<file path="config.mk">
export PLATFORM = sky130hd
export DESIGN_NAME = stun_binding_response_parser
export DESIGN_NICKNAME = d
export VERILOG_FILES = /design/src/rtl/core/sbrp_pkg.sv /design/src/rtl/core/stun_binding_response_parser.sv /design/src/rtl/core/sbrp_cfg_regs.sv /design/src/rtl/core/sbrp_parser.sv /design/src/rtl/core/sbrp_out_reg.sv
export SDC_FILE = /design/constraint.sdc
export NUM_CORES = 1
export LEC_CHECK = 0
export ABC_CLOCK_PERIOD_IN_PS = 12000
export BUFFER_PORTS_ARGS = -buffer_cell sky130_fd_sc_hd__buf_2
export CAP_MARGIN = 15
export CORE_UTILIZATION = 50
export DETAILED_ROUTE_END_ITERATION = 10
export GPL_TIMING_DRIVEN = 0
export PLACE_DENSITY = 0.68
export SETUP_SLACK_MARGIN = 0.15
export SLEW_MARGIN = 20
export SYNTH_ARGS = -nofsm -noshare
export SYNTH_HDL_FRONTEND = slang
export SYNTH_HIERARCHICAL = 1
export SYNTH_SLANG_ARGS = --single-unit
</file>
<file path="constraint.sdc">
create_clock -name clk_i -period 12 [get_ports clk_i]
set_input_delay 1.8 -clock clk_i [delete_from_list [all_inputs] [get_ports clk_i]]
set_output_delay 1.8 -clock clk_i [all_outputs]
set_load 0.1 [all_outputs]
</file>
<file path="src/rtl/core/sbrp_pkg.sv">
// ----------------------------------------------------------------------------
// sbrp_pkg
// Shared types and constants for the binding response parser.
// ----------------------------------------------------------------------------
package sbrp_pkg;

  localparam logic [15:0] MSG_TYPE_BIND_RESP = 16'h0101;
  localparam logic [31:0] STUN_COOKIE        = 32'h2112A442;
  localparam logic [15:0] COOKIE_HI          = 16'h2112;
  localparam logic [15:0] ATTR_MAPPED        = 16'h0001;
  localparam logic [15:0] ATTR_XOR_MAPPED    = 16'h0020;
  localparam logic [7:0]  FAMILY_IPV4        = 8'h01;
  localparam logic [4:0]  HDR_BYTES          = 5'd20;

  localparam logic [2:0] ST_FOUND  = 3'd0;
  localparam logic [2:0] ST_TYPE   = 3'd1;
  localparam logic [2:0] ST_COOKIE = 3'd2;
  localparam logic [2:0] ST_ID     = 3'd3;
  localparam logic [2:0] ST_NOADDR = 3'd4;
  localparam logic [2:0] ST_TRUNC  = 3'd5;

  typedef enum logic [1:0] {
    CFG_TXID_HEAD = 2'd0,
    CFG_TXID_TAIL = 2'd1
  } cfg_idx_e;

  typedef enum logic [2:0] {
    PH_IDLE     = 3'd0,
    PH_HEADER   = 3'd1,
    PH_ATTR_HDR = 3'd2,
    PH_ATTR_VAL = 3'd3,
    PH_DONE     = 3'd4
  } phase_e;

  typedef struct packed {
    logic [7:0] rx_byte;
    logic       first_byte;
    logic       last_byte;
  } in_t;

  typedef struct packed {
    logic [2:0]  status;
    logic        address_kind;
    logic [31:0] ipv4_address;
    logic [15:0] port_number;
  } out_t;

  typedef struct packed {
    phase_e      phase;
    logic [4:0]  hdr_idx;
    logic [15:0] msg_len;
    logic [15:0] body_cnt;
    logic [15:0] attr_type;
    logic [15:0] attr_len;
    logic [15:0] attr_off;
    logic [7:0]  family;
    logic [15:0] port;
    logic [31:0] addr;
  } parse_st_t;

endpackage

</file>
<file path="src/rtl/core/stun_binding_response_parser.sv">
// ----------------------------------------------------------------------------
// stun_binding_response_parser
// Byte-wide STUN binding response checker and mapped address extractor.
// ----------------------------------------------------------------------------
// Takes one message byte per cycle with no gaps of its own: a byte is
// registered, walked through the header and attribute logic, and any verdict
// is passed from that byte register on into the result register. Only
// a full result register that the consumer does not drain holds off input.
// At most one verdict (found, wrong type, bad cookie, id mismatch, no
// address, truncated) comes out per message; bytes before the first
// first_byte or after a verdict are dropped silently. Write the transaction
// ID registers only while no message is in flight.
module stun_binding_response_parser import sbrp_pkg::*; (
  input  logic        clk_i,
  input  logic        rst_ni,
  input  logic        in_valid_i,
  output logic        in_ready_o,
  input  in_t         in_data_i,
  output logic        out_valid_o,
  input  logic        out_ready_i,
  output out_t        out_data_o,
  input  logic        cfg_valid_i,
  output logic        cfg_ready_o,
  input  logic [1:0]  cfg_index_i,
  input  logic [63:0] cfg_data_i
);

  logic [95:0] txid;
  logic        res_valid;
  logic        res_free;
  out_t        res_data;

  assign cfg_ready_o = 1'b1;

  sbrp_cfg_regs u_cfg (
    .clk_i       (clk_i),
    .rst_ni      (rst_ni),
    .cfg_valid_i (cfg_valid_i),
    .cfg_index_i (cfg_index_i),
    .cfg_data_i  (cfg_data_i),
    .txid_o      (txid)
  );

  sbrp_parser u_parser (
    .clk_i       (clk_i),
    .rst_ni      (rst_ni),
    .in_valid_i  (in_valid_i),
    .in_ready_o  (in_ready_o),
    .in_data_i   (in_data_i),
    .txid_i      (txid),
    .res_free_i  (res_free),
    .res_valid_o (res_valid),
    .res_data_o  (res_data)
  );

  sbrp_out_reg u_out (
    .clk_i       (clk_i),
    .rst_ni      (rst_ni),
    .res_valid_i (res_valid),
    .res_data_i  (res_data),
    .res_free_o  (res_free),
    .out_valid_o (out_valid_o),
    .out_ready_i (out_ready_i),
    .out_data_o  (out_data_o)
  );

`ifndef ASSERT_OFF
  a_res_room: assert property (@(posedge clk_i) disable iff (!rst_ni)
    res_valid |-> (!out_valid_o || out_ready_i))
    else $error("result produced with no room in output register");

  a_status_range: assert property (@(posedge clk_i) disable iff (!rst_ni)
    out_valid_o |-> (out_data_o.status <= ST_TRUNC))
    else $error("status code out of range");

  a_error_zero: assert property (@(posedge clk_i) disable iff (!rst_ni)
    (out_valid_o && out_data_o.status != ST_FOUND) |->
      (out_data_o.address_kind == 1'b0 && out_data_o.ipv4_address == '0
       && out_data_o.port_number == '0))
    else $error("error verdict carries address fields");

  a_res_loads: assert property (@(posedge clk_i) disable iff (!rst_ni)
    res_valid |=> (out_valid_o && out_data_o == $past(res_data)))
    else $error("result not captured in output register");
`endif

endmodule

</file>
<file path="src/rtl/core/sbrp_cfg_regs.sv">
// ----------------------------------------------------------------------------
// sbrp_cfg_regs
// Transaction ID registers of the outstanding request.
// ----------------------------------------------------------------------------
module sbrp_cfg_regs import sbrp_pkg::*; (
  input  logic        clk_i,
  input  logic        rst_ni,
  input  logic        cfg_valid_i,
  input  logic [1:0]  cfg_index_i,
  input  logic [63:0] cfg_data_i,
  output logic [95:0] txid_o
);

  logic [31:0] head_q, head_d;
  logic [63:0] tail_q, tail_d;

  always_comb begin
    head_d = head_q;
    tail_d = tail_q;
    if (cfg_valid_i) begin
      unique case (cfg_index_i)
        CFG_TXID_HEAD: head_d = cfg_data_i[31:0];
        CFG_TXID_TAIL: tail_d = cfg_data_i;
        default: ;
      endcase
    end
  end

  always_ff @(posedge clk_i or negedge rst_ni) begin
    if (!rst_ni) begin
      head_q <= '0;
      tail_q <= '0;
    end else begin
      head_q <= head_d;
      tail_q <= tail_d;
    end
  end

  assign txid_o = {head_q, tail_q};

endmodule

</file>
<file path="src/rtl/core/sbrp_parser.sv">
// ----------------------------------------------------------------------------
// sbrp_parser
// Input byte register and the per-byte header and attribute walk.
// ----------------------------------------------------------------------------
module sbrp_parser import sbrp_pkg::*; (
  input  logic        clk_i,
  input  logic        rst_ni,
  input  logic        in_valid_i,
  output logic        in_ready_o,
  input  in_t         in_data_i,
  input  logic [95:0] txid_i,
  input  logic        res_free_i,
  output logic        res_valid_o,
  output out_t        res_data_o
);

  logic      s1_valid_q, s1_valid_d;
  in_t       s1_data_q;
  parse_st_t st_q, st_d;

  parse_st_t cur, nxt;
  logic      hit;
  logic [2:0] hit_status;
  logic      hit_kind;
  logic      s1_go;

  // next state for one byte
  always_comb begin
    logic [7:0]  b;
    logic [3:0]  k;
    logic [6:0]  lsb;
    logic [16:0] off_inc;
    logic [16:0] padded;
    logic [15:0] cnt_inc;
    logic        is_addr;
    b          = s1_data_q.rx_byte;
    cur        = st_q;
    if (s1_data_q.first_byte) begin
      cur       = '0;
      cur.phase = PH_HEADER;
    end
    nxt        = cur;
    hit        = 1'b0;
    hit_status = ST_FOUND;
    hit_kind   = 1'b0;
    k          = '0;
    lsb        = '0;
    off_inc    = 17'({1'b0, cur.attr_off} + 17'd1);
    padded     = 17'(({1'b0, cur.attr_len} + 17'd3) & ~17'd3);
    cnt_inc    = cur.body_cnt + 16'd1;
    is_addr    = (cur.attr_type == ATTR_MAPPED) || (cur.attr_type == ATTR_XOR_MAPPED);

    unique case (cur.phase)
      PH_HEADER: begin
        if (cur.hdr_idx < 5'd2) begin
          nxt.attr_type = {cur.attr_type[7:0], b};
          if (cur.hdr_idx == 5'd1 && nxt.attr_type != MSG_TYPE_BIND_RESP) begin
            hit        = 1'b1;
            hit_status = ST_TYPE;
          end
        end else if (cur.hdr_idx < 5'd4) begin
          nxt.msg_len = {cur.msg_len[7:0], b};
        end else if (cur.hdr_idx < 5'd8) begin
          nxt.addr = {cur.addr[23:0], b};
          if (cur.hdr_idx == 5'd7 && nxt.addr != STUN_COOKIE) begin
            hit        = 1'b1;
            hit_status = ST_COOKIE;
          end
        end else begin
          k   = 4'(cur.hdr_idx - 5'd8);
          lsb = {4'd11 - k, 3'b000};
          if (b != txid_i[lsb +: 8]) begin
            hit        = 1'b1;
            hit_status = ST_ID;
          end
        end
        if (!hit) begin
          nxt.hdr_idx = cur.hdr_idx + 5'd1;
          if (nxt.hdr_idx == HDR_BYTES) begin
            nxt.phase    = PH_ATTR_HDR;
            nxt.attr_off = '0;
            nxt.body_cnt = '0;
            if (nxt.msg_len == '0) begin
              hit        = 1'b1;
              hit_status = ST_NOADDR;
            end
          end
        end
      end
      PH_ATTR_HDR, PH_ATTR_VAL: begin
        if (cur.phase == PH_ATTR_HDR) begin
          if (cur.attr_off < 16'd2) begin
            nxt.attr_type = {cur.attr_type[7:0], b};
          end else begin
            nxt.attr_len = {cur.attr_len[7:0], b};
          end
          if (off_inc == 17'd4) begin
            nxt.attr_off = '0;
            nxt.family   = '0;
            nxt.port     = '0;
            nxt.addr     = '0;
            if (nxt.attr_len != '0) begin
              nxt.phase = PH_ATTR_VAL;
            end
          end else begin
            nxt.attr_off = off_inc[15:0];
          end
        end else begin
          if (is_addr) begin
            if (cur.attr_off == 16'd1) begin
              nxt.family = b;
            end else if (cur.attr_off == 16'd2 || cur.attr_off == 16'd3) begin
              nxt.port = {cur.port[7:0], b};
            end else if (cur.attr_off >= 16'd4 && cur.attr_off <= 16'd7) begin
              nxt.addr = {cur.addr[23:0], b};
            end
            if (cur.attr_off == 16'd7 && cur.family == FAMILY_IPV4
                && cur.attr_len >= 16'd8) begin
              hit        = 1'b1;
              hit_status = ST_FOUND;
              hit_kind   = (cur.attr_type == ATTR_XOR_MAPPED);
            end
          end
          if (!hit) begin
            if (off_inc >= padded) begin
              nxt.attr_off = '0;
              nxt.phase    = PH_ATTR_HDR;
            end else begin
              nxt.attr_off = off_inc[15:0];
            end
          end
        end
        if (!hit) begin
          nxt.body_cnt = cnt_inc;
          if (cnt_inc == cur.msg_len) begin
            hit        = 1'b1;
            hit_status = ST_NOADDR;
          end
        end
      end
      default: ;
    endcase

    if (!hit && s1_data_q.last_byte && (cur.phase == PH_HEADER
        || cur.phase == PH_ATTR_HDR || cur.phase == PH_ATTR_VAL)) begin
      hit        = 1'b1;
      hit_status = ST_TRUNC;
    end
    if (hit) begin
      nxt.phase = PH_DONE;
    end
  end

  // result fields
  always_comb begin
    res_data_o = '0;
    res_data_o.status = hit_status;
    if (hit_status == ST_FOUND) begin
      res_data_o.address_kind = hit_kind;
      res_data_o.ipv4_address = hit_kind ? (nxt.addr ^ STUN_COOKIE) : nxt.addr;
      res_data_o.port_number  = hit_kind ? (nxt.port ^ COOKIE_HI) : nxt.port;
    end
  end

  assign s1_go       = s1_valid_q && (!hit || res_free_i);
  assign res_valid_o = s1_valid_q && hit && res_free_i;
  assign in_ready_o  = !s1_valid_q || s1_go;
  assign st_d        = s1_go ? nxt : st_q;

  always_comb begin
    s1_valid_d = s1_valid_q;
    if (in_valid_i && in_ready_o) begin
      s1_valid_d = 1'b1;
    end else if (s1_go) begin
      s1_valid_d = 1'b0;
    end
  end

  always_ff @(posedge clk_i or negedge rst_ni) begin
    if (!rst_ni) begin
      s1_valid_q <= 1'b0;
      st_q       <= '0;
    end else begin
      s1_valid_q <= s1_valid_d;
      st_q       <= st_d;
    end
  end

  always_ff @(posedge clk_i) begin
    if (in_valid_i && in_ready_o) begin
      s1_data_q <= in_data_i;
    end
  end

endmodule

</file>
<file path="src/rtl/core/sbrp_out_reg.sv">
// ----------------------------------------------------------------------------
// sbrp_out_reg
// Result register toward the consumer.
// ----------------------------------------------------------------------------
module sbrp_out_reg import sbrp_pkg::*; (
  input  logic clk_i,
  input  logic rst_ni,
  input  logic res_valid_i,
  input  out_t res_data_i,
  output logic res_free_o,
  output logic out_valid_o,
  input  logic out_ready_i,
  output out_t out_data_o
);

  logic out_valid_q, out_valid_d;
  out_t out_data_q;

  assign res_free_o = !out_valid_q || out_ready_i;

  always_comb begin
    out_valid_d = out_valid_q;
    if (res_valid_i) begin
      out_valid_d = 1'b1;
    end else if (out_ready_i) begin
      out_valid_d = 1'b0;
    end
  end

  always_ff @(posedge clk_i or negedge rst_ni) begin
    if (!rst_ni) begin
      out_valid_q <= 1'b0;
    end else begin
      out_valid_q <= out_valid_d;
    end
  end

  always_ff @(posedge clk_i) begin
    if (res_valid_i) begin
      out_data_q <= res_data_i;
    end
  end

  assign out_valid_o = out_valid_q;
  assign out_data_o  = out_data_q;

endmodule
</file>
==> impl_metrics.toml <==
[final_layout]
num-nets-final = 1929
layout_commonest_cell = "dfrtp_1"
fillers = 2948
syn_to_final_growth_pct = 14.5
diodes = 0
finish.utilization_pct = 58.8
drive_gt1_share_pct = 22.2
final_cell_mix = "dfrtp_1 (242), buf_2 (155), nand2_1 (151)"

[route]
routed_via_density = 6.44
antenna_left = 0
drt_iter0_drc = 1486
wl_mm = 55.7
vias = 14800
wl_per_cell_um = 24.3
drc_errors = 0
dr.pass1.iters = 5

[setup_path]
cp_max_fo = 10
critPathKind = "reg -> out"
startpoint_type = "flip-flop"
cpMaxStageDelayCell = "nor4_1"
required_ns = 10.20
arrival_ns = 7.55
r2r_setup_slack_ns = 3.75
cpMostUsedCell = "buf_2"
endpoint_kind = "primary output"
rr_worst_depth = 24
slowest_delay_ns = 0.74
crit_chain = "buf_2 > buf_2 > buf_6 > buf_4 > buf_4 > clkbuf_1 > buf_1 > buf_1 > nor2b_1 > ha_1 > xor2_1 > a2111oi_0 > nand3_1 > nor4_1 > a31o_2 > a221oi_1 > nor3b_1 > inv_1 > buf_2"

[global_route]
grtUsageTotal_pct = 31.6
antenna_found_initial = 1
grt_max_degree = 100
grt_pass1_wl_mm = 86.0
grt_pass1_vias = 14600
grt-ovfl-total = 0

[synthesis]
synth_xor_area_share_pct = 3.02
ys_ff_latch = 304
synth_edf_count = 62
synth_compound_area_share_pct = 19.1
synthMuxAreaShare_pct = 10.9
syn_inst = 1647
synth_top_family_by_area = "compound AO/OA/AOI/OAI gates"
synthesis.nets = 1754
synth_adder_area_share_pct = 1.87
synth_simple_gate_area_share_pct = 14.6
ys_async_sr_fraction_pct = 79.6
yosysWarnings = 6
synth_ff_type = "dfrtp_1"
avgSynthCellArea_um2 = 10.6
synth_area_um2 = 17400
ys_types = 95
ys_seq_area_share_pct = 45.5

[sta]
fin_setup_tns_ns = 0
rsz0062_at_grt = "false"
finalMaxSlewViolations = 0
hold_viol = 0
clock.fmax_ghz = 0.107
period_needed_ns = 9.35
tightest_slew_ns = 1.11
setup_viol = 0
fin_skew_ns = 0.00982
slew_headroom_pct = 26.3
min_period_over_period_pct = 77.9

[clock_network]
post_cts_buffers = 0
clock_sinks = 304
cts_tree = "yes"
cts_buffer_depth = 3
ctsRootBufferMaster = "clkbuf_16"
clock_latency_ns = 0.52
cts_buffers = 35
htreeDepth = 2
clk_pin_slew_ns = 0.06
postCtsHoldBufs = 0
cts_resized = 0

[floorplan]
die_w_um = 189
fp-row-count = 67
core_area_um2 = 33900
io_pins = 136
die_y_um = 189
start_util_pct = 51.4
dieArea_um2 = 35600

[hold_path]
hold_depth = 2
worst_hold_path_type = "reg -> reg"

[placed_design]
gp_congestion = 0.970
port_buffers = 134
hpwlAfterDp_mm = 39.8

[pwr]
finalPower_uw = 3680
ir_worst_vdd_v = 0.000153
p_leak_uw = 0.00866
power_density_nw_per_um2 = 185

[outcome]
status = "finished, final reports clean"

[flow_run]
maxCapViolations = 0
[worst max-delay path: cells and delay by family (launching register included)]
| family | cells | cell delay, ns |
|---|---|---|
| buffers and inverters | 10 | 3.65 |
| DFF | 1 | 0.46 |
| and+or+nand+nor | 4 | 1.50 |
| adders and majority gates | 1 | 0.38 |
| AOI/OAI and AO/OA | 3 | 0.82 |
| xor gates and xnor gates | 1 | 0.17 |
[final cells by class]
| type | count | area [um^2] | share of cell area [%] |
|---|---|---|---|
| Buffer | 119 | 719 | 3.61 |
| Sequential cell | 304 | 7920 | 39.8 |
| Clock inverter | 11 | 135 | 0.678 |
| Timing Repair Buffer | 138 | 791 | 3.97 |
| Inverter | 40 | 150 | 0.754 |
| Multi-Input combinational cell | 1184 | 8630 | 43.3 |
| Tap cell | 448 | 561 | 2.81 |
| Clock buffer | 50 | 1010 | 5.09 |
[flip-flops by register name, summed over array words and instances (netlist names)]
register             cells
u_cfg/head_q            32
u_cfg/tail_q            64
u_out/out_data_o        52
u_out/out_valid_o        1
u_parser/s1_data_q      10
u_parser/s1_valid_q      1
u_parser/st_q          144
[worst paths after layout]
kind	end	from
max	in_ready_o	u_parser/s1_data_q[1]
min	u_parser/st_q[39]	u_parser/st_q[39]
max reg2reg	u_parser/st_q[64]	u_parser/s1_data_q[1]
min reg2reg	u_parser/st_q[39]	u_parser/st_q[39]
max in group asynchronous	u_parser/st_q[26]	rst_ni
min in group asynchronous	u_parser/st_q[82]	rst_ni
[stage by stage]
stage	instances	hold WS (ns)	cell area (um^2)	setup WS (ns)
2_1_floorplan	1647	0.442	17400	5.49
3_3_place_gp	2229	0.454	18600	2.46
3_5_place_dp	2233	0.464	18800	3.57
4_1_cts	2294	0.477	19900	3.00
5_1_grt	2294	0.499	19900	2.58
6_report	2294	0.485	19900	2.65
[cells by family (layout without fill, tap and decap cells)]
logic type               Yosys count  after routing
AO/OA/AOI/OAI                    439            439
XOR/XNOR                          60             60
adder cells (fa/ha/maj)           26             26
buffers and inverters            159            358
flip-flops                       304            304
multiplexers                     152            152
other                              1              1
AND/OR/NAND/NOR                  506            506
[power by group]
group / switching (uW) / internal (uW) / total, uW
Clock: 427 / 653 / 1080
Combinational: 861 / 406 / 1270
Sequential: 110 / 1220 / 1330
Total: 1400 / 2280 / 3680
[layer usage]
metal	global-route usage, %	routed length (um)	vias up
li1	-	-	6535
met1	42.4	23000	7304
met2	50.4	25500	775
met3	5.20	4750	164
met4	13.7	2450	0
met5	0	0	-
[cells in the mapped netlist (9+ instances only)]
cell | number | area, um^2
ha_1 | 26 | 325
nor3_1 | 41 | 205
a32o_1 | 17 | 170
o2bb2ai_1 | 10 | 87.6
o22ai_1 | 21 | 131
o32a_1 | 9 | 90.1
buf_2 | 22 | 110
a22oi_1 | 38 | 285
o211ai_1 | 24 | 180
a22o_1 | 62 | 543
nor2_1 | 124 | 465
a311oi_1 | 16 | 140
xor2_1 | 20 | 175
inv_1 | 38 | 143
mux2i_1 | 26 | 260
mux2_4 | 60 | 901
mux2_2 | 64 | 721
or4_1 | 9 | 67.6
nand4_1 | 13 | 81.3
clkbuf_1 | 53 | 199
nor4_1 | 22 | 138
and3_1 | 11 | 68.8
a21o_1 | 12 | 90.1
o21ai_0 | 65 | 325
nand2_1 | 151 | 567
nand2b_1 | 15 | 93.8
buf_6 | 10 | 113
nand3_1 | 30 | 150
a31oi_1 | 13 | 81.3
nor2b_1 | 28 | 175
xnor2_1 | 40 | 350
buf_4 | 19 | 143
a21oi_1 | 52 | 260
edfxtp_1 | 62 | 1860
dfrtp_1 | 242 | 6060
(Power assumes the default switching activity.)
